--- src/rtl/core/sct_pkg.sv ---
// Shared constants and helper functions of the source code tokenizer.
package sct_pkg;

  localparam int unsigned OFFSET_BITS_DEF = 20;
  localparam int unsigned LENGTH_BITS_DEF = 16;
  localparam int unsigned LINE_BITS_DEF   = 16;

  localparam int unsigned KIND_BITS = 6;
  localparam int unsigned ERR_BITS  = 2;

  // Token kinds.
  localparam logic [KIND_BITS-1:0] K_ERROR    = 6'd0;
  localparam logic [KIND_BITS-1:0] K_EOF      = 6'd1;
  localparam logic [KIND_BITS-1:0] K_LPAREN   = 6'd2;
  localparam logic [KIND_BITS-1:0] K_RPAREN   = 6'd3;
  localparam logic [KIND_BITS-1:0] K_LBRACKET = 6'd4;
  localparam logic [KIND_BITS-1:0] K_RBRACKET = 6'd5;
  localparam logic [KIND_BITS-1:0] K_LBRACE   = 6'd6;
  localparam logic [KIND_BITS-1:0] K_RBRACE   = 6'd7;
  localparam logic [KIND_BITS-1:0] K_COMMA    = 6'd8;
  localparam logic [KIND_BITS-1:0] K_DOT      = 6'd9;
  localparam logic [KIND_BITS-1:0] K_MINUS    = 6'd10;
  localparam logic [KIND_BITS-1:0] K_PLUS     = 6'd12;
  localparam logic [KIND_BITS-1:0] K_STAR     = 6'd14;
  localparam logic [KIND_BITS-1:0] K_SLASH    = 6'd16;
  localparam logic [KIND_BITS-1:0] K_SLASH_EQ = 6'd17;
  localparam logic [KIND_BITS-1:0] K_BANG     = 6'd18;
  localparam logic [KIND_BITS-1:0] K_ASSIGN   = 6'd20;
  localparam logic [KIND_BITS-1:0] K_GREATER  = 6'd22;
  localparam logic [KIND_BITS-1:0] K_LESS     = 6'd24;
  localparam logic [KIND_BITS-1:0] K_IDENT    = 6'd26;
  localparam logic [KIND_BITS-1:0] K_STRING   = 6'd27;
  localparam logic [KIND_BITS-1:0] K_NUMBER   = 6'd28;
  localparam logic [KIND_BITS-1:0] K_LET      = 6'd29;
  localparam logic [KIND_BITS-1:0] K_IF       = 6'd30;
  localparam logic [KIND_BITS-1:0] K_ELSE     = 6'd31;
  localparam logic [KIND_BITS-1:0] K_WHILE    = 6'd32;
  localparam logic [KIND_BITS-1:0] K_FUNC     = 6'd33;
  localparam logic [KIND_BITS-1:0] K_RETURN   = 6'd34;
  localparam logic [KIND_BITS-1:0] K_SEMI     = 6'd35;

  // Error codes.
  localparam logic [ERR_BITS-1:0] ERR_NONE    = 2'd0;
  localparam logic [ERR_BITS-1:0] ERR_STR_NL  = 2'd1;
  localparam logic [ERR_BITS-1:0] ERR_STR_END = 2'd2;
  localparam logic [ERR_BITS-1:0] ERR_UNKNOWN = 2'd3;

  // Characters.
  localparam logic [7:0] CH_TAB    = 8'h09;
  localparam logic [7:0] CH_LF     = 8'h0A;
  localparam logic [7:0] CH_CR     = 8'h0D;
  localparam logic [7:0] CH_SPACE  = 8'h20;
  localparam logic [7:0] CH_BANG   = 8'h21;
  localparam logic [7:0] CH_QUOTE  = 8'h22;
  localparam logic [7:0] CH_LPAREN = 8'h28;
  localparam logic [7:0] CH_RPAREN = 8'h29;
  localparam logic [7:0] CH_STAR   = 8'h2A;
  localparam logic [7:0] CH_PLUS   = 8'h2B;
  localparam logic [7:0] CH_COMMA  = 8'h2C;
  localparam logic [7:0] CH_MINUS  = 8'h2D;
  localparam logic [7:0] CH_DOT    = 8'h2E;
  localparam logic [7:0] CH_SLASH  = 8'h2F;
  localparam logic [7:0] CH_SEMI   = 8'h3B;
  localparam logic [7:0] CH_LESS   = 8'h3C;
  localparam logic [7:0] CH_EQ     = 8'h3D;
  localparam logic [7:0] CH_GT     = 8'h3E;
  localparam logic [7:0] CH_LBRACK = 8'h5B;
  localparam logic [7:0] CH_BSLASH = 8'h5C;
  localparam logic [7:0] CH_RBRACK = 8'h5D;
  localparam logic [7:0] CH_LBRACE = 8'h7B;
  localparam logic [7:0] CH_RBRACE = 8'h7D;

  // Keyword spellings, first character in the low byte.
  localparam logic [47:0] KW_LET    = 48'h0000_0074_656C;
  localparam logic [47:0] KW_IF     = 48'h0000_0000_6669;
  localparam logic [47:0] KW_ELSE   = 48'h0000_6573_6C65;
  localparam logic [47:0] KW_WHILE  = 48'h0065_6C69_6877;
  localparam logic [47:0] KW_FUNC   = 48'h0000_636E_7566;
  localparam logic [47:0] KW_RETURN = 48'h6E72_7574_6572;

  function automatic logic is_digit(input logic [7:0] c);
    return (c >= 8'h30) && (c <= 8'h39);
  endfunction

  function automatic logic is_alpha(input logic [7:0] c);
    return ((c >= 8'h61) && (c <= 8'h7A)) || ((c >= 8'h41) && (c <= 8'h5A)) || (c == 8'h5F);
  endfunction

  function automatic logic [KIND_BITS-1:0] op_kind(input logic [7:0] c);
    logic [KIND_BITS-1:0] k;
    case (c)
      CH_MINUS: k = K_MINUS;
      CH_PLUS:  k = K_PLUS;
      CH_STAR:  k = K_STAR;
      CH_EQ:    k = K_ASSIGN;
      CH_GT:    k = K_GREATER;
      CH_LESS:  k = K_LESS;
      default:  k = K_BANG;
    endcase
    return k;
  endfunction

  // len is the word length clipped to seven.
  function automatic logic [KIND_BITS-1:0] kw_kind(input logic [47:0] prefix,
                                                   input logic [2:0] len);
    logic [KIND_BITS-1:0] k;
    k = K_IDENT;
    if (len == 3'd3 && prefix == KW_LET) k = K_LET;
    if (len == 3'd2 && prefix == KW_IF) k = K_IF;
    if (len == 3'd4 && prefix == KW_ELSE) k = K_ELSE;
    if (len == 3'd5 && prefix == KW_WHILE) k = K_WHILE;
    if (len == 3'd4 && prefix == KW_FUNC) k = K_FUNC;
    if (len == 3'd6 && prefix == KW_RETURN) k = K_RETURN;
    return k;
  endfunction

endpackage

--- src/rtl/core/sct_if.sv ---
// Channel interfaces of the tokenizer: source bytes in, tokens out.
interface sct_byte_if;
  logic       valid;
  logic       ready;
  logic [7:0] source_byte;
  logic       end_of_source;

  modport source (output valid, output source_byte, output end_of_source, input ready);
  modport sink (input valid, input source_byte, input end_of_source, output ready);
endinterface

interface sct_token_if #(
  parameter int unsigned OFFSET_BITS = sct_pkg::OFFSET_BITS_DEF,
  parameter int unsigned LENGTH_BITS = sct_pkg::LENGTH_BITS_DEF,
  parameter int unsigned LINE_BITS   = sct_pkg::LINE_BITS_DEF
);
  logic                         valid;
  logic                         ready;
  logic [sct_pkg::KIND_BITS-1:0] token_kind;
  logic [OFFSET_BITS-1:0]       token_start;
  logic [LENGTH_BITS-1:0]       token_length;
  logic [LINE_BITS-1:0]         token_line;
  logic [sct_pkg::ERR_BITS-1:0] error_kind;
  logic                         last_of_run;

  modport source (output valid, output token_kind, output token_start, output token_length,
                  output token_line, output error_kind, output last_of_run, input ready);
  modport sink (input valid, input token_kind, input token_start, input token_length,
                input token_line, input error_kind, input last_of_run, output ready);
endinterface

--- src/rtl/core/source_code_tokenizer.sv ---
// Streaming lexical scanner: one source byte per request, tokens out.
// A token is written into the token queue when the request that completes it is taken.
// Throughput: one byte per cycle; the four-entry token queue drains one token per
// cycle while the sink is ready, and a request is taken while at least two entries
// are free. An item that ends two tokens therefore takes two queue entries.
// Reset (asynchronous, active low) returns the scanner to idle and empties the queue.
module source_code_tokenizer #(
  parameter int unsigned OFFSET_BITS = sct_pkg::OFFSET_BITS_DEF,
  parameter int unsigned LENGTH_BITS = sct_pkg::LENGTH_BITS_DEF,
  parameter int unsigned LINE_BITS   = sct_pkg::LINE_BITS_DEF
) (
  input logic          clk_i,
  input logic          rst_ni,
  sct_byte_if.sink     in_i,
  sct_token_if.source  tok_o
);

  typedef enum logic [3:0] {
    M_IDLE, M_SLASH, M_OP, M_NUM, M_FRAC, M_WORD, M_STR, M_ESC, M_LINE, M_BLOCK, M_BSTAR
  } mode_e;

  typedef struct packed {
    logic [sct_pkg::KIND_BITS-1:0] kind;
    logic [OFFSET_BITS-1:0]        start;
    logic [LENGTH_BITS-1:0]        len;
    logic [LINE_BITS-1:0]          line;
    logic [sct_pkg::ERR_BITS-1:0]  err;
    logic                          last;
  } tok_t;

  mode_e                  mode_q, mode_d;
  logic [7:0]             held_q, held_d;
  logic [OFFSET_BITS-1:0] off_q, off_d;
  logic [OFFSET_BITS-1:0] start_q, start_d;
  logic [LENGTH_BITS-1:0] run_q, run_d, run_grow;
  logic [LINE_BITS-1:0]   line_q, line_d;
  logic [47:0]            prefix_q, prefix_d;
  logic                   line_inc;

  tok_t       fifo_q [4];
  logic [1:0] wr_q, rd_q;
  logic [2:0] cnt_q, cnt_d;

  logic       acc, pop;
  logic [7:0] c;
  logic       pend, a_v, b_v, i_v, do_flush, do_idle, clear;
  tok_t       flush_tok, a, b, i_tok;
  logic [2:0] len3;

  assign acc = in_i.valid & in_i.ready;
  assign pop = tok_o.valid & tok_o.ready;
  assign c   = in_i.source_byte;

  assign run_grow = (&run_q) ? run_q : run_q + LENGTH_BITS'(1);
  assign len3     = (run_q > LENGTH_BITS'(6)) ? 3'd7 : run_q[2:0];

  // Token held back in a lookahead mode.
  always_comb begin
    pend      = 1'b1;
    flush_tok = '0;
    flush_tok.start = start_q;
    flush_tok.line  = line_q;
    flush_tok.err   = sct_pkg::ERR_NONE;
    flush_tok.len   = run_q;
    case (mode_q)
      M_SLASH: begin
        flush_tok.kind = sct_pkg::K_SLASH;
        flush_tok.len  = LENGTH_BITS'(1);
      end
      M_OP: begin
        flush_tok.kind = sct_pkg::op_kind(held_q);
        flush_tok.len  = LENGTH_BITS'(1);
      end
      M_NUM, M_FRAC: flush_tok.kind = sct_pkg::K_NUMBER;
      M_WORD: flush_tok.kind = sct_pkg::kw_kind(prefix_q, len3);
      default: pend = 1'b0;
    endcase
  end

  always_comb begin
    mode_d   = mode_q;
    held_d   = held_q;
    off_d    = off_q + OFFSET_BITS'(1);
    start_d  = start_q;
    run_d    = run_q;
    prefix_d = prefix_q;
    line_inc = 1'b0;
    clear    = 1'b0;
    do_flush = 1'b0;
    do_idle  = 1'b0;
    a_v      = 1'b0;
    a        = flush_tok;
    b_v      = 1'b0;
    b        = flush_tok;
    i_v      = 1'b0;
    i_tok    = '0;
    i_tok.start = off_q;
    i_tok.len   = LENGTH_BITS'(1);
    i_tok.line  = line_q;
    i_tok.err   = sct_pkg::ERR_NONE;

    if (in_i.end_of_source) begin
      if (mode_q == M_STR || mode_q == M_ESC) begin
        a_v   = 1'b1;
        a.kind = sct_pkg::K_ERROR;
        a.len  = run_q;
        a.err  = sct_pkg::ERR_STR_END;
      end else begin
        a_v = pend;
      end
      i_v        = 1'b1;
      i_tok.kind = sct_pkg::K_EOF;
      i_tok.len  = '0;
      clear      = 1'b1;
    end else begin
      case (mode_q)
        M_SLASH: begin
          if (c == sct_pkg::CH_SLASH) mode_d = M_LINE;
          else if (c == sct_pkg::CH_STAR) mode_d = M_BLOCK;
          else if (c == sct_pkg::CH_EQ) begin
            a_v    = 1'b1;
            a.kind = sct_pkg::K_SLASH_EQ;
            a.len  = LENGTH_BITS'(2);
            mode_d = M_IDLE;
          end else begin
            do_flush = 1'b1;
            do_idle  = 1'b1;
          end
        end
        M_OP: begin
          if (c == sct_pkg::CH_EQ) begin
            a_v    = 1'b1;
            a.kind = sct_pkg::op_kind(held_q) + sct_pkg::KIND_BITS'(1);
            a.len  = LENGTH_BITS'(2);
            mode_d = M_IDLE;
          end else begin
            do_flush = 1'b1;
            do_idle  = 1'b1;
          end
        end
        M_NUM: begin
          if (sct_pkg::is_digit(c)) run_d = run_grow;
          else if (c == sct_pkg::CH_DOT) begin
            run_d  = run_grow;
            mode_d = M_FRAC;
          end else begin
            do_flush = 1'b1;
            do_idle  = 1'b1;
          end
        end
        M_FRAC: begin
          if (sct_pkg::is_digit(c)) run_d = run_grow;
          else begin
            do_flush = 1'b1;
            do_idle  = 1'b1;
          end
        end
        M_WORD: begin
          if (sct_pkg::is_alpha(c) || sct_pkg::is_digit(c)) begin
            // Only the first six characters are kept for the keyword match.
            for (int k = 1; k < 6; k++) begin
              if (run_q == LENGTH_BITS'(k)) prefix_d[8*k +: 8] = c;
            end
            run_d = run_grow;
          end else begin
            do_flush = 1'b1;
            do_idle  = 1'b1;
          end
        end
        M_STR: begin
          if (c == sct_pkg::CH_QUOTE) begin
            a_v    = 1'b1;
            a.kind = sct_pkg::K_STRING;
            mode_d = M_IDLE;
          end else if (c == sct_pkg::CH_LF) begin
            a_v     = 1'b1;
            a.kind  = sct_pkg::K_ERROR;
            a.err   = sct_pkg::ERR_STR_NL;
            do_idle = 1'b1;
          end else if (c == sct_pkg::CH_BSLASH) begin
            run_d  = run_grow;
            mode_d = M_ESC;
          end else begin
            run_d = run_grow;
          end
        end
        M_ESC: begin
          run_d    = run_grow;
          line_inc = (c == sct_pkg::CH_LF);
          mode_d   = M_STR;
        end
        M_LINE: begin
          if (c == sct_pkg::CH_LF) begin
            line_inc = 1'b1;
            mode_d   = M_IDLE;
          end
        end
        M_BLOCK: begin
          if (c == sct_pkg::CH_STAR) mode_d = M_BSTAR;
        end
        M_BSTAR: begin
          if (c == sct_pkg::CH_SLASH) mode_d = M_IDLE;
          else if (c != sct_pkg::CH_STAR) mode_d = M_BLOCK;
        end
        default: do_idle = 1'b1;
      endcase

      if (do_flush) begin
        a_v = pend;
        a   = flush_tok;
      end

      if (do_idle) begin
        mode_d = M_IDLE;
        case (c)
          sct_pkg::CH_SPACE, sct_pkg::CH_CR, sct_pkg::CH_TAB: ;
          sct_pkg::CH_LF: line_inc = 1'b1;
          sct_pkg::CH_LPAREN: begin i_v = 1'b1; i_tok.kind = sct_pkg::K_LPAREN; end
          sct_pkg::CH_RPAREN: begin i_v = 1'b1; i_tok.kind = sct_pkg::K_RPAREN; end
          sct_pkg::CH_LBRACK: begin i_v = 1'b1; i_tok.kind = sct_pkg::K_LBRACKET; end
          sct_pkg::CH_RBRACK: begin i_v = 1'b1; i_tok.kind = sct_pkg::K_RBRACKET; end
          sct_pkg::CH_LBRACE: begin i_v = 1'b1; i_tok.kind = sct_pkg::K_LBRACE; end
          sct_pkg::CH_RBRACE: begin i_v = 1'b1; i_tok.kind = sct_pkg::K_RBRACE; end
          sct_pkg::CH_COMMA:  begin i_v = 1'b1; i_tok.kind = sct_pkg::K_COMMA; end
          sct_pkg::CH_DOT:    begin i_v = 1'b1; i_tok.kind = sct_pkg::K_DOT; end
          sct_pkg::CH_SEMI:   begin i_v = 1'b1; i_tok.kind = sct_pkg::K_SEMI; end
          sct_pkg::CH_SLASH: begin
            mode_d  = M_SLASH;
            start_d = off_q;
          end
          sct_pkg::CH_BANG, sct_pkg::CH_EQ, sct_pkg::CH_GT, sct_pkg::CH_LESS,
          sct_pkg::CH_MINUS, sct_pkg::CH_PLUS, sct_pkg::CH_STAR: begin
            mode_d  = M_OP;
            held_d  = c;
            start_d = off_q;
          end
          sct_pkg::CH_QUOTE: begin
            // The string token starts after the opening quote.
            mode_d  = M_STR;
            start_d = off_q + OFFSET_BITS'(1);
            run_d   = '0;
          end
          default: begin
            if (sct_pkg::is_digit(c)) begin
              mode_d  = M_NUM;
              start_d = off_q;
              run_d   = LENGTH_BITS'(1);
            end else if (sct_pkg::is_alpha(c)) begin
              mode_d   = M_WORD;
              start_d  = off_q;
              run_d    = LENGTH_BITS'(1);
              prefix_d = {40'd0, c};
            end else begin
              i_v        = 1'b1;
              i_tok.kind = sct_pkg::K_ERROR;
              i_tok.err  = sct_pkg::ERR_UNKNOWN;
            end
          end
        endcase
      end
    end

    // The token started by this byte goes behind any token it closed.
    if (i_v) begin
      if (a_v) begin
        b_v = 1'b1;
        b   = i_tok;
      end else begin
        a_v = 1'b1;
        a   = i_tok;
      end
    end
    a.last = ~b_v;
    b.last = 1'b1;

    line_d = (line_inc && !(&line_q)) ? line_q + LINE_BITS'(1) : line_q;

    if (clear) begin
      mode_d   = M_IDLE;
      held_d   = '0;
      off_d    = '0;
      start_d  = '0;
      run_d    = '0;
      line_d   = '0;
      prefix_d = '0;
    end
  end

  always_comb begin
    cnt_d = cnt_q;
    if (acc) cnt_d = cnt_d + {2'd0, a_v} + {2'd0, b_v};
    if (pop) cnt_d = cnt_d - 3'd1;
  end

  always_ff @(posedge clk_i or negedge rst_ni) begin
    if (!rst_ni) begin
      mode_q   <= M_IDLE;
      held_q   <= '0;
      off_q    <= '0;
      start_q  <= '0;
      run_q    <= '0;
      line_q   <= '0;
      prefix_q <= '0;
      wr_q     <= '0;
      rd_q     <= '0;
      cnt_q    <= '0;
    end else begin
      if (acc) begin
        mode_q   <= mode_d;
        held_q   <= held_d;
        off_q    <= off_d;
        start_q  <= start_d;
        run_q    <= run_d;
        line_q   <= line_d;
        prefix_q <= prefix_d;
        wr_q     <= wr_q + {1'b0, a_v} + {1'b0, b_v};
      end
      if (pop) rd_q <= rd_q + 2'd1;
      cnt_q <= cnt_d;
    end
  end

  always_ff @(posedge clk_i) begin
    if (acc && a_v) fifo_q[wr_q] <= a;
    if (acc && b_v) fifo_q[wr_q + 2'd1] <= b;
  end

  assign in_i.ready         = (cnt_q <= 3'd2);
  assign tok_o.valid        = (cnt_q != 3'd0);
  assign tok_o.token_kind   = fifo_q[rd_q].kind;
  assign tok_o.token_start  = fifo_q[rd_q].start;
  assign tok_o.token_length = fifo_q[rd_q].len;
  assign tok_o.token_line   = fifo_q[rd_q].line;
  assign tok_o.error_kind   = fifo_q[rd_q].err;
  assign tok_o.last_of_run  = fifo_q[rd_q].last;

endmodule

--- src/flat_wrapper.sv ---
// flat-port wrapper written by rule: the top's interface ports become plain ports
module source_code_tokenizer_flat 
#(
  parameter int unsigned OFFSET_BITS = sct_pkg::OFFSET_BITS_DEF,
  parameter int unsigned LENGTH_BITS = sct_pkg::LENGTH_BITS_DEF,
  parameter int unsigned LINE_BITS   = sct_pkg::LINE_BITS_DEF
)
  (clk_i, rst_ni, in_i_valid, in_i_source_byte, in_i_end_of_source, in_i_ready, tok_o_valid, tok_o_token_kind, tok_o_token_start, tok_o_token_length, tok_o_token_line, tok_o_error_kind, tok_o_last_of_run, tok_o_ready);
  sct_byte_if in_i_i ();
  sct_token_if #(.OFFSET_BITS(OFFSET_BITS), .LENGTH_BITS(LENGTH_BITS), .LINE_BITS(LINE_BITS)) tok_o_i ();
  input logic clk_i;
  input logic rst_ni;
  input wire logic [$bits(in_i_i.valid)-1:0] in_i_valid;
  input wire logic [$bits(in_i_i.source_byte)-1:0] in_i_source_byte;
  input wire logic [$bits(in_i_i.end_of_source)-1:0] in_i_end_of_source;
  output wire logic [$bits(in_i_i.ready)-1:0] in_i_ready;
  output wire logic [$bits(tok_o_i.valid)-1:0] tok_o_valid;
  output wire logic [$bits(tok_o_i.token_kind)-1:0] tok_o_token_kind;
  output wire logic [$bits(tok_o_i.token_start)-1:0] tok_o_token_start;
  output wire logic [$bits(tok_o_i.token_length)-1:0] tok_o_token_length;
  output wire logic [$bits(tok_o_i.token_line)-1:0] tok_o_token_line;
  output wire logic [$bits(tok_o_i.error_kind)-1:0] tok_o_error_kind;
  output wire logic [$bits(tok_o_i.last_of_run)-1:0] tok_o_last_of_run;
  input wire logic [$bits(tok_o_i.ready)-1:0] tok_o_ready;
  assign in_i_i.valid = in_i_valid;
  assign in_i_i.source_byte = in_i_source_byte;
  assign in_i_i.end_of_source = in_i_end_of_source;
  assign in_i_ready = in_i_i.ready;
  assign tok_o_valid = tok_o_i.valid;
  assign tok_o_token_kind = tok_o_i.token_kind;
  assign tok_o_token_start = tok_o_i.token_start;
  assign tok_o_token_length = tok_o_i.token_length;
  assign tok_o_token_line = tok_o_i.token_line;
  assign tok_o_error_kind = tok_o_i.error_kind;
  assign tok_o_last_of_run = tok_o_i.last_of_run;
  assign tok_o_i.ready = tok_o_ready;
  source_code_tokenizer #(.OFFSET_BITS(OFFSET_BITS), .LENGTH_BITS(LENGTH_BITS), .LINE_BITS(LINE_BITS)) u_core (.clk_i(clk_i), .rst_ni(rst_ni), .in_i(in_i_i), .tok_o(tok_o_i));
endmodule
--- config.mk ---
export PLATFORM = sky130hd
export DESIGN_NAME = source_code_tokenizer_flat
export DESIGN_NICKNAME = d
export VERILOG_FILES = /design/src/rtl/core/sct_pkg.sv /design/src/rtl/core/sct_if.sv /design/src/rtl/core/source_code_tokenizer.sv /design/src/flat_wrapper.sv
export SDC_FILE = /design/constraint.sdc
export NUM_CORES = 1
export LEC_CHECK = 0
export BUFFER_PORTS_ARGS = -buffer_cell sky130_fd_sc_hd__buf_4
export CORE_UTILIZATION = 62
export CTS_CLUSTER_DIAMETER = 100
export DETAILED_ROUTE_END_ITERATION = 8
export GPL_TIMING_DRIVEN = 0
export PLACE_DENSITY = 0.8
export SLEW_MARGIN = 0
export SYNTH_ARGS = -nofsm -noshare
export SYNTH_HDL_FRONTEND = slang
export SYNTH_SLANG_ARGS = --single-unit
--- constraint.sdc ---
create_clock -name clk_i -period 4.8 [get_ports clk_i]
set_input_delay 0.96 -clock clk_i [delete_from_list [all_inputs] [get_ports clk_i]]
set_output_delay 0.96 -clock clk_i [all_outputs]
set_load 0.02 [all_outputs]
## After elaboration in Yosys (flattened, before gate mapping)

Memory sizes are Yosys's and may differ from the RTL's.
Index checks and enable logic that the tools add are counted.

| storage, ports and cells | value |
|---|---|
| register bits | 139 |
| memory bits (writable) | 244 |
| bits of input ports | 13 |
| output and inout bits | 63 |
| logic and storage cells | 295 |
| memories | 1 |

| operators by class | value |
|---|---|
| add/sub/neg operators | 11 |
| magnitude comparators | 8 |
| equality and inequality tests | 68 |
| mux-type cells | 150 |
| bitwise logic cells | 3 |
| reductions and logical operators | 43 |

Memory list:

| name | words | bits a word | read ports | clocked after memory_dff | write ports | RTL line | RTL |
|---|---|---|---|---|---|---|---|
| u_core.fifo_q | 4 | 61 | 1 | 0 | 2 | source_code_tokenizer.sv:40 | `tok_t fifo_q [4];` |

Operator list:

| kind | count |
|---|---|
| $mux W16 | 21 |
| $mux W61 | 5 |
| $mux W48 | 6 |
| $eq A8 B6 Y1 const B | 21 |
| $mux W20 | 7 |
| $eq A48 B31 Y1 const B | 2 |
| $mux W6 | 16 |
| $mux W40 | 2 |
| $pmux W16 S5 | 1 |
| $mux W8 | 9 |
| $mux W4 | 16 |
| $pmux W16 S2 | 2 |
| $pmux W20 S3 | 1 |
| $pmux W6 S9 | 1 |
| $eq A48 B15 Y1 const B | 1 |
| $eq A48 B23 Y1 const B | 1 |
| $eq A48 B39 Y1 const B | 1 |
| $eq A48 B47 Y1 const B | 1 |
| $eq A8 B7 Y1 const B | 6 |
| $mux W1 | 37 |
| $add A16 B1 Y16 const B | 2 |
| $eq A16 B2 Y1 const B | 2 |
| $eq A16 B3 Y1 const B | 2 |
| $pmux W4 S8 | 1 |
| other kinds (60) | 119 |

## Logic depth before layout (Yosys ltp)

Gate-level depths: netlist (run 1).

| logic depth | value |
|---|---|
| depth in word-level cells | 19 |
| gate-level depth with buffers | 16 |
| mapped depth without buffers | 13 |

## Worst setup path before layout (run 1)

No wires, ideal clock.

| timing path | value |
|---|---|
| path kind | in2reg |
| start | in in_i_source_byte[4] |
| end | mem u_core.fifo_q[2][10] in the netlist's numbering (enable) |
| setup time | 0.445 ns |
| data arrival time | 4.436 ns |
| required time | 4.355 ns |
| setup slack | -0.081 ns |
| cell stages on the path | 9 |
| buffers on the path | 2 |
| cells stage by stage | buf_6 > nor3_1 > nor3b_1 > o211ai_1 > o211a_4 > a2111oi_4 > o21ai_1 > nand2_1 > clkbuf_1 |

RTL lines:

| element | RTL line | RTL |
|---|---|---|
| from (decl) | flat_wrapper.sv:14 | `input wire logic [$bits(in_i_i.source_byte)-1:0] in_i_source_byte;` |
| to (decl) | source_code_tokenizer.sv:40 |  |

==> results by group, run 1 <==
GRT
  – Global routing usage on met2: 52.0%
  – First-pass GRT wire length: 83900 um
  – Initial antenna violation count: 0
  – Total GRT Usage: 33.3%
  – Routing usage on met1: 48.1%
  – GRT Residual Overflow: 0
  – Number of global-route vias before repair: 14800
  – GR Layer Usage met3: 5.34%
  – Largest net degree at the start of global routing: 74
  – GRT Max-Usage Layer: met2

Clock network
  – Worst-Skew Late Latency: 0.54 ns
  – Clk pin slew, worst setup/hold paths: 0.06 ns
  – Post-CTS Hold Fix Bufs: 0
  – CTS tree: yes
  – Sink Count: 383
  – Cts repair resizes: 0
  – H-tree depth: 2
  – Root Driver: clkbuf_16
  – Bufs on Longest Clock Path: 3
  – CTS buffer count: 40
  – Post-CTS setup buffer count: 0

Timing
  – Final cycle utilization of the critical path: 98.1%
  – Final Setup Violations: 0
  – Worst slew pin tran: 1.26 ns
  – Clock Skews: 0.0124 ns
  – Max Slew Vio Count: 0
  – Fmax: 212 MHz
  – Setup_tns: 0 ns
  – Final hold vios: 0
  – Slew HR: 15.1%
  – Post-route minimum period: 4.71 ns
  – Slack of the critical path: 0.0911 ns
  – RSZ-0062 raised after global routing: no

Synthesis
  – FFs w/ async S/R, synth: 36.3%
  – Number of library cell types mapped by synthesis: 102
  – Post-synthesis average cell area: 11.8 sq um
  – Cell area after synthesis: 19800 sq um
  – Synth Warn #: 0
  – Syn Inst Count: 1675
  – Post-synth EDFFs: 240
  – Post-synthesis sequential area ratio: 54.4%
  – Flops & latches, synth: 383
  – Synth Net Count: 1698
  – Main flop type after synthesis: edfxtp_1

Route
  – Vias per cell: 6.80
  – Drt total wl: 53800 um
  – Initial DRC Count: 1775
  – Antenna viol nets, final: 0
  – Routed wire length per instance: 24.2 um
  – Drt first pass iters: 8
  – DRC viols: 0
  – Routed vias: 15200

Place
  – Port Buf Inserts: 73
  – Pre-CTS setup slack: -0.266 ns
  – DP HPWL: 36700 um
  – Placed insts: 2154
  – GPL Wtd Cong: 0.972

Layout
  – Diode count: 0
  – Final Net Count: 1817
  – Synth-to-layout area growth: 12.4%
  – Layout cells sized above 1: 15.9%
  – Util after Layout: 70.6%
  – Final Non-Filler Cells: 2227
  – # fillers: 2180

Power and ir drop
  – Clock power frac: 25.7%
  – Leak Pwr: 8.09 nW
  – VDD IR max: 0.371 mV
  – Pwr dens: 521 nW/um^2
  – Sw Share: 36.3%
  – Seq pwr share: 37.2%
  – Pint: 7.38 mW
  – Power share of the combinational group: 37.0%
  – NetSw: 4.21 mW

Floorplan
  – Initial Util: 62.9%
  – IO Pins: 76
  – Die height: 181 um
  – FP Rows: 65
  – Core Region: 31500 sq um
  – Die area: 32600 sq um
  – Die extent in x: 181 um

Critical path
  – Startpoint type of the worst setup path: primary input
  – CP arrival: 4.92 ns
  – Crit. End Element: flip-flop
  – Critical-path maximum fanout: 38
  – Req. time, crit path: 5.01 ns
  – CP Class: primary input to flip-flop

Status
  – Status: completed

Run
  – Maxcap violations: 0

Min path
  – Tightest Hold Check Type: primary input to async pin
==> stage by stage <==
step | total power [mW] | hold WS (ns) | cell area (sq um)
6_report | 11.6 | 0.411 | 22200
5_1_grt | 12.0 | 0.450 | 22200
4_1_cts | 11.6 | 0.435 | 22200
3_5_place_dp | 8.61 | 0.453 | 21000
3_3_place_gp | 8.47 | 0.441 | 20800
2_1_floorplan | 7.08 | 0.435 | 19800
==> logic make-up (layout without fill, tap and decap cells) <==
| kind of cell | Yosys count | after routing | synth area share [%] |
|---|---|---|---|
| buffers and inverters | 159 | 309 | 3.44 |
| AND/OR/NAND/NOR | 602 | 602 | 16.7 |
| flip-flops | 383 | 383 | 54.4 |
| XOR/XNOR | 45 | 45 | 2.09 |
| AO/OA/AOI/OAI | 402 | 402 | 15.1 |
| multiplexers | 74 | 74 | 7.61 |
| adder cells (fa/ha/maj) | 10 | 10 | 0.708 |
==> registers in the layout (all words and copies together) (netlist names) <==
register	flops
u_core.line_q	16
u_core.held_q	8
u_core.rd_q	2
u_core.wr_q	2
u_core.cnt_q	3
u_core.start_q	20
u_core.fifo_q	244
u_core.run_q	16
u_core.mode_q	4
u_core.prefix_q	48
u_core.off_q	20
==> cell usage in the layout, fill, tap and decap left out, drive strengths merged, types with 34 or more instances in the layout <==
| cell type | n |
|---|---|
| a21oi | 65 |
| a22o | 120 |
| and2 | 106 |
| buf | 116 |
| clkbuf | 143 |
| dfrtp | 139 |
| edfxtp | 240 |
| mux4 | 61 |
| nand2 | 131 |
| nand3 | 44 |
| nor2 | 106 |
| nor3 | 53 |
| nor4 | 34 |
| o21ai | 65 |
==> power by group through the flow <==
stage / Combinational (mW) / Sequential (mW) / Clock, mW
final: 4.29 / 4.31 / 2.98
after global routing: 4.55 / 4.36 / 3.14
after CTS: 4.26 / 4.31 / 3.01
after detailed placement: 4.24 / 4.37 / 0
after global placement: 4.13 / 4.35 / 0
after floorplan: 2.78 / 4.29 / 0
==> layer usage <==
| layer | up-vias | routed length (um) |
|---|---|---|
| li1 | 6684 | - |
| met1 | 7459 | 22100 |
| met2 | 883 | 25100 |
| met3 | 126 | 4980 |
| met4 | 0 | 1600 |
| met5 | - | 0 |
==> worst paths after layout <==
kind | cells past startpoint | from | to | slack [ns]
max reg2reg | 9 | u_core.mode_q[0] | u_core.fifo_q[0][36] | 0.44
min in group clk_i | 1 | u_core.fifo_q[2][0] | u_core.fifo_q[2][0] | 0.47
max in group asynchronous | 2 | rst_ni | u_core.prefix_q[47] | 3.53
min | 1 | rst_ni | u_core.line_q[13] | 0.41
max | 12 | in_i_source_byte[2] | u_core.fifo_q[0][36] | 0.09
min reg2reg | 1 | u_core.fifo_q[2][0] | u_core.fifo_q[2][0] | 0.47
==> worst max-delay path: stages <==
cell      delay, ns
buf_4          0.12
buf_2          0.17
buf_1          0.32
nor2_1         0.25
nand3_1        0.14
nor4_1         0.56
nor2_1         0.25
a211oi_1       0.62
o21ai_0        0.45
nand2_1        0.28
buf_4          0.45
buf_16         0.31
==> cell type report <==
class	instances	area, sq um	share of cell area, %
Buffer	132	588	2.64
Inverter	27	101	0.456
Clock inverter	23	171	0.771
Timing Repair Buffer	77	662	2.98
Clock buffer	50	1100	4.95
Tap cell	402	503	2.26
Sequential cell	383	10800	48.4
Multi-Input combinational cell	1133	8340	37.5
==> cell usage after synthesis (22+ instances only) <==
library cell | number | area (sq um)
o22ai_1 | 29 | 181
nor3_1 | 43 | 215
dfrtp_1 | 139 | 3480
nor2_1 | 103 | 387
nand4_1 | 32 | 200
and2_1 | 106 | 663
nand2_1 | 130 | 488
xnor2_1 | 31 | 272
a22o_1 | 120 | 1050
mux4_2 | 61 | 1370
o21ai_0 | 53 | 265
nand3_1 | 44 | 220
a21oi_1 | 64 | 320
inv_1 | 23 | 86.3
edfxtp_1 | 240 | 7210
clkbuf_1 | 93 | 349
o31ai_1 | 22 | 165
nor4_1 | 33 | 206
No activity file was read; power rests on OpenSTA's default activity.
==> run 2: changes to the inputs <==
Settings changed: GPL_TIMING_DRIVEN 0 to not set, REMOVE_ABC_BUFFERS set to 1.
==> run 2 against run 1 <==
Effect of this change:
- wire length fell by 3.1%
- critical endpoint is now u_core.cnt_q[2]
- final area fell by 0.13%
- via count fell by 3.3%
==> results by group, run 2 (synthesis gave the netlist of run 1 again) <==
Status
  – Status: completed

Timing
  – Slew HR: 36.7%
  – Setup_tns: 0 ns
  – Post-route minimum period: 3.82 ns
  – Clock Skews: 0.0222 ns
  – Max Slew Vio Count: 0
  – Worst slew pin tran: 0.946 ns
  – Slack of the critical path: 0.976 ns
  – Fmax: 261 MHz
  – Final cycle utilization of the critical path: 79.7%
  – Final Setup Violations: 0
  – RSZ-0062 raised after global routing: no
  – Final hold vios: 0
  – Min Hold Slack: 0.488 ns

Floorplan
  – Core Region: 31500 sq um
  – Die extent in x: 181 um
  – FP Rows: 65
  – IO Pins: 76
  – Die area: 32600 sq um
  – Initial Util: 62.9%
  – Die height: 181 um

GRT
  – First-pass GRT wire length: 81600 um
  – Largest net degree at the start of global routing: 95
  – GRT Residual Overflow: 0
  – Number of global-route vias before repair: 14300
  – Initial antenna violation count: 0
  – Total GRT Usage: 32.2%

Critical path
  – CP Class: primary input to flip-flop
  – Req. time, crit path: 5.21 ns
  – Reg-to-Reg End: u_core.fifo_q[2][28]
  – Top Family by Delay on Critical Path: simple AND/OR/NAND/NOR gates
  – R2R Path Start: u_core.mode_q[0]
  – CP arrival: 4.23 ns
  – Cell Chain, Critical Path: buf_4, nand2_1, or4_4, o211a_2, a211o_1, nor3_4, nand2_1, fa_1, ha_1, mux2i_1, ha_1, nand2_1, xor2_1
  – Worst Path Buf+Inv: 1
  – Crit. End Element: flip-flop
  – Most frequent CP cell: nand2_1
  – Max stage delay on crit path: 0.51 ns
  – Setup slack, reg-to-reg: 1.01 ns
  – Startpoint type of the worst setup path: primary input
  – Slowest CP cell: or4_4
  – Critical-path maximum fanout: 23
  – Worst R2R Path Depth: 9

Place
  – GPL Wtd Cong: 0.929
  – Port Buf Inserts: 75
  – Placed cell areas: 20800 sq um
  – Placed insts: 2072
  – DP HPWL: 34200 um
  – Pre-CTS setup slack: 0.443 ns

Run
  – Maxcap violations: 0

Route
  – Routed wire length per instance: 24.3 um
  – Initial DRC Count: 1889
  – Met3 WL: 4480 um
  – Vias per cell: 6.83
  – Drt total wl: 52100 um
  – Met1 wire length: 20900 um
  – Routed vias: 14700
  – Top layer in use: met5
  – Drt first pass iters: 6
  – DRC viols: 0
  – DR WL met2: 25100 um
  – Antenna viol nets, final: 0

Layout
  – Util after Layout: 70.6%
  – Final Net Count: 1735
  – Final Non-Filler Cells: 2146
  – Footprint of the multi-input gates: 8390 sq um
  – Diode count: 0
  – Layout cells sized above 1: 18.2%
  – Most common cell after layout, fill and taps aside: edfxtp_1
  – Post-route cell area: 22200 sq um
  – Regs by FF count: u_core.fifo_q (244), u_core.prefix_q (48)
  – Synth-to-layout area growth: 12.2%
  – Max FFs per register: 244
  – Register name with the most flops: u_core.fifo_q
  – # fillers: 2174
  – Most frequent cells in the layout: edfxtp_1, dfrtp_1, nand2_1
  – Sequential Area: 10800 sq um

Clock network
  – Bufs on Longest Clock Path: 3
  – Root Driver: clkbuf_16
  – Cts repair resizes: 0
  – Sink Count: 383
  – CTS buffer count: 40
  – Worst-Skew Late Latency: 0.55 ns
  – Clk pin slew, worst setup/hold paths: 0.06 ns
  – Post-CTS setup buffer count: 0
  – Post-CTS Hold Fix Bufs: 0
  – H-tree depth: 2
  – CTS tree: yes

Min path
  – Tightest Hold Check Type: flip-flop to flip-flop
  – HP Start: u_core.prefix_q[6]
  – Hold Path End: u_core.prefix_q[6]
  – Hold path depth: 1

Power and ir drop
  – VDD IR max: 0.335 mV
  – Pwr dens: 531 nW/um^2
  – Final Power: 11.8 mW
  – Leak Pwr: 8.13 nW
run 2: layout make-up:
cell class                      count  area share (%)
Clock buffer                       51            4.92
Clock inverter                     23            1.35
Inverter                           27           0.456
Multi-Input combinational cell   1133            37.8
Sequential cell                   383            48.5
Tap cell                          402            2.27
Timing Repair Buffer              127            4.70
run 2: per-layer routing:
layer	global-route usage (%)	vias to the layer above
met2	51.9	770
met3	5.48	121
li1	-	6494
met1	44.6	7263
met5	2.22	-
met4	10.7	2
run 2: worst reg2reg max path, stage by stage (launching register included):
cell      delay (ns)
dfrtp_1         0.54
xnor2_1         0.53
nor2_2          0.17
a221o_1         0.44
a211oi_4        0.28
a21o_4          0.23
inv_2           0.15
a21oi_2         0.70
nor3_2          0.27
and2_1          0.25
run 2: power by group:
group	internal [mW]	switching [mW]	total, mW	leakage [nW]
Clock	1.95	1.31	3.26	0.677
Combinational	1.61	2.35	3.96	3.30
Sequential	4.07	0.505	4.57	4.15
Total	7.63	4.16	11.8	8.13
run 2: worst max path at each step:
stage | from | end | slack [ns] | cells after the start
6_report | in_i_source_byte[1] | u_core.cnt_q[2] | 0.98 | 13
5_1_grt | in_i_source_byte[1] | u_core.cnt_q[2] | 0.77 | 13
4_1_cts | in_i_source_byte[1] | u_core.cnt_q[2] | 0.99 | 13
3_5_place_dp | in_i_source_byte[1] | u_core.cnt_q[2] | 0.44 | 13
3_3_place_gp | in_i_source_byte[0] | u_core.cnt_q[2] | 0.51 | 13
2_1_floorplan | u_core.mode_q[3] | u_core.fifo_q[0][10] | -1.53 | 7
==> run 3: changes to the inputs <==
Settings changed: ABC_AREA set to 1, CORE_UTILIZATION 62 to 63, PLACE_DENSITY 0.8 to 0.81.
Clock period 4.8 ns to 3.88 ns, I/O delays scaled along.
==> run 3 against run 2 <==
Effect of this change:
- global-route usage grew 5.0 points
- wire length up 24%
- critical endpoint is now tok_o_token_length[15]
- critical path depth is 8 lower
- combinational power increased by 94%
- sequential share of layout area shrank 3.5 points
- largest cell class unchanged
- critical path type is now flip-flop to output port
- register-to-register slack lost 0.48 ns
==> results by group, run 3 <==
Floorplan
  – FP Rows: 67
  – IO Pins: 76
  – Die height: 187 um
  – Die area: 34900 sq um
  – Core Region: 33500 sq um
  – Initial Util: 64.1%
  – Die extent in x: 187 um

Timing
  – RSZ-0062 raised after global routing: no
  – Final Setup Violations: 0
  – Setup_tns: 0 ns
  – Min Hold Slack: 0.290 ns
  – Final cycle utilization of the critical path: 93.0%
  – Max Slew Vio Count: 0
  – Post-route minimum period: 3.61 ns
  – Slew HR: 27.5%
  – Worst slew pin tran: 1.08 ns
  – Slack of the critical path: 0.272 ns
  – Clock Skews: 0.0213 ns
  – Fmax: 277 MHz
  – Final hold vios: 0

Layout
  – Synth-to-layout area growth: 11.4%
  – Final Non-Filler Cells: 3211
  – # fillers: 2555
  – Final Net Count: 2753
  – Diode count: 0
  – Most frequent cells in the layout: nand2_1, nor2_1, edfxtp_1
  – Register name with the most flops: u_core.fifo_q
  – Layout cells sized above 1: 9.95%
  – Regs by FF count: u_core.fifo_q (244), u_core.prefix_q (48)
  – Most common cell after layout, fill and taps aside: nand2_1
  – Max FFs per register: 244

Route
  – Antenna viol nets, final: 0
  – Drt first pass iters: 6
  – Initial DRC Count: 2683
  – Routed vias: 20000
  – Routed wire length per instance: 20.2 um
  – DRC viols: 0
  – Vias per cell: 6.24
  – Drt total wl: 64800 um

Power and ir drop
  – VDD IR max: 0.581 mV
  – Leak Pwr: 10.0 nW
  – Pwr dens: 728 nW/um^2

Clock network
  – H-tree depth: 2
  – Root Driver: clkbuf_16
  – Post-CTS Hold Fix Bufs: 0
  – CTS tree: yes
  – Post-CTS setup buffer count: 0
  – Bufs on Longest Clock Path: 3
  – Worst-Skew Late Latency: 0.56 ns
  – Sink Count: 383
  – Clk pin slew, worst setup/hold paths: 0.06 ns
  – CTS buffer count: 41
  – Cts repair resizes: 0

Place
  – DP HPWL: 42900 um
  – Port Buf Inserts: 75
  – Pre-CTS setup slack: 0.109 ns
  – Placed insts: 3135
  – GPL Wtd Cong: 1.02

Synthesis
  – Synth area leader: edfxtp_1
  – Post-synthesis sequential area ratio: 50.1%
  – Largest cells by area after synthesis: edfxtp_1, dfrtp_1, nand2_1
  – Number of library cell types mapped by synthesis: 52
  – Main combinational cell family by area after synthesis: simple AND/OR/NAND/NOR gates
  – Syn Inst Count: 2696
  – Post-synth top cells: nand2_1, nor2_1, edfxtp_1
  – FFs w/ async S/R, synth: 36.3%
  – Most common cell in the netlist: nand2_1
  – Post-synth EDFFs: 240
  – Top-area cell type share of the netlist area: 33.5%
  – Flops & latches, synth: 383
  – Post-synthesis average cell area: 7.98 sq um
  – Post-Synth Simple-Gate Area: 27.2%
  – Post-Synth XOR/XNOR Area: 1.26%
  – Cell area after synthesis: 21500 sq um
  – Main flop type after synthesis: edfxtp_1
  – Multiplexer share of the synthesized area: 0.0931%
  – Post-Synth Adder-Cell Area: 0.652%
  – Synth Warn #: 0
  – Area fraction in compound gates after synthesis: 13.9%

Critical path
  – Req. time, crit path: 3.10 ns
  – Critical-path maximum fanout: 34
  – CP arrival: 2.83 ns
  – Startpoint type of the worst setup path: flip-flop
  – CP Class: flip-flop to output port
  – Crit. End Element: output port

Status
  – Status: completed

GRT
  – Total GRT Usage: 37.2%
  – GRT Residual Overflow: 0
  – Number of global-route vias before repair: 18800
  – Largest net degree at the start of global routing: 100
  – First-pass GRT wire length: 102000 um
  – Initial antenna violation count: 0

Run
  – Maxcap violations: 0

Min path
  – Tightest Hold Check Type: primary input to async pin
-- run 3: cell count changes after synthesis, moves of 27 or more --
cell     change
inv_1      +174
a21oi_1     +36
o21ai_0    +185
mux4_2      -61
nor2_1     +242
o21ai_1     +34
o22ai_1     +79
and2_1     -105
nand2_1    +592
nand3_1    +107
xnor2_1     -30
a22o_1     -120
nor4_1      -27
-- run 3: metrics by stage --
stage	utilization [%]	power [mW]	area, sq um
6_report	71.4	17.4	23900
2_1_floorplan	-	10.3	20800
4_1_cts	71.4	17.3	23900
5_1_grt	71.4	18.2	23900
3_3_place_gp	67.4	13.1	22600
3_5_place_dp	67.4	13.3	22600
-- run 3: critical path, stage by stage, from the launching register on --
cell	delay, ns
dfrtp_4	0.69
clkinv_2	0.61
buf_4	0.44
o21ai_0	0.25
o22ai_1	0.11
buf_4	0.17
-- run 3: path summary, 6_finish.rpt --
| path | start | end | slack [ns] | cells after the start |
|---|---|---|---|---|
| min | rst_ni | u_core.line_q[8] | 0.29 | 1 |
| max | u_core.rd_q[0] | tok_o_token_length[15] | 0.27 | 5 |
| min reg2reg | u_core.fifo_q[1][0] | u_core.fifo_q[1][0] | 0.46 | 2 |
| min in group clk_i | u_core.fifo_q[1][0] | u_core.fifo_q[1][0] | 0.46 | 2 |
| max in group asynchronous | rst_ni | u_core.off_q[15] | 2.84 | 2 |
| max reg2reg | u_core.mode_q[3] | u_core.cnt_q[2] | 0.53 | 15 |
-- run 3: cell type report --
cell class / instances / area (sq um) / area share, %
tap: 448 / 561 / 2.34
inverter: 217 / 821 / 3.43
clock inverter: 22 / 230 / 0.961
multi-input combinational: 1952 / 9270 / 38.7
clock buffer: 54 / 1130 / 4.70
sequential: 383 / 10800 / 45.0
timing repair buffer: 135 / 1170 / 4.87
-- run 3: logic make-up (layout without fill, tap and decap cells) --
family,count (synthesis),in the layout
AO/OA/AOI/OAI,540,540
XOR/XNOR,31,31
adder cells (fa/ha/maj),10,10
buffers and inverters,361,428
flip-flops,383,383
multiplexers,2,2
AND/OR/NAND/NOR,1369,1369
-- run 3: per-layer routing --
metal	global-route usage, %	up-vias	part of all wire, %	wire (um)
met5	0	-	0	0
met4	13.7	0	3.1	1980
met3	6.11	150	11	7400
met2	58.7	1276	46	29900
met1	52.2	9421	39	25600
li1	-	9177	-	-
-- run 3: where the power goes --
group	switching, mW	leakage [nW]	internal (mW)
sequential	0.577	4.16	5.21
combinational	5.46	5.22	2.24
clock	1.64	0.665	2.32
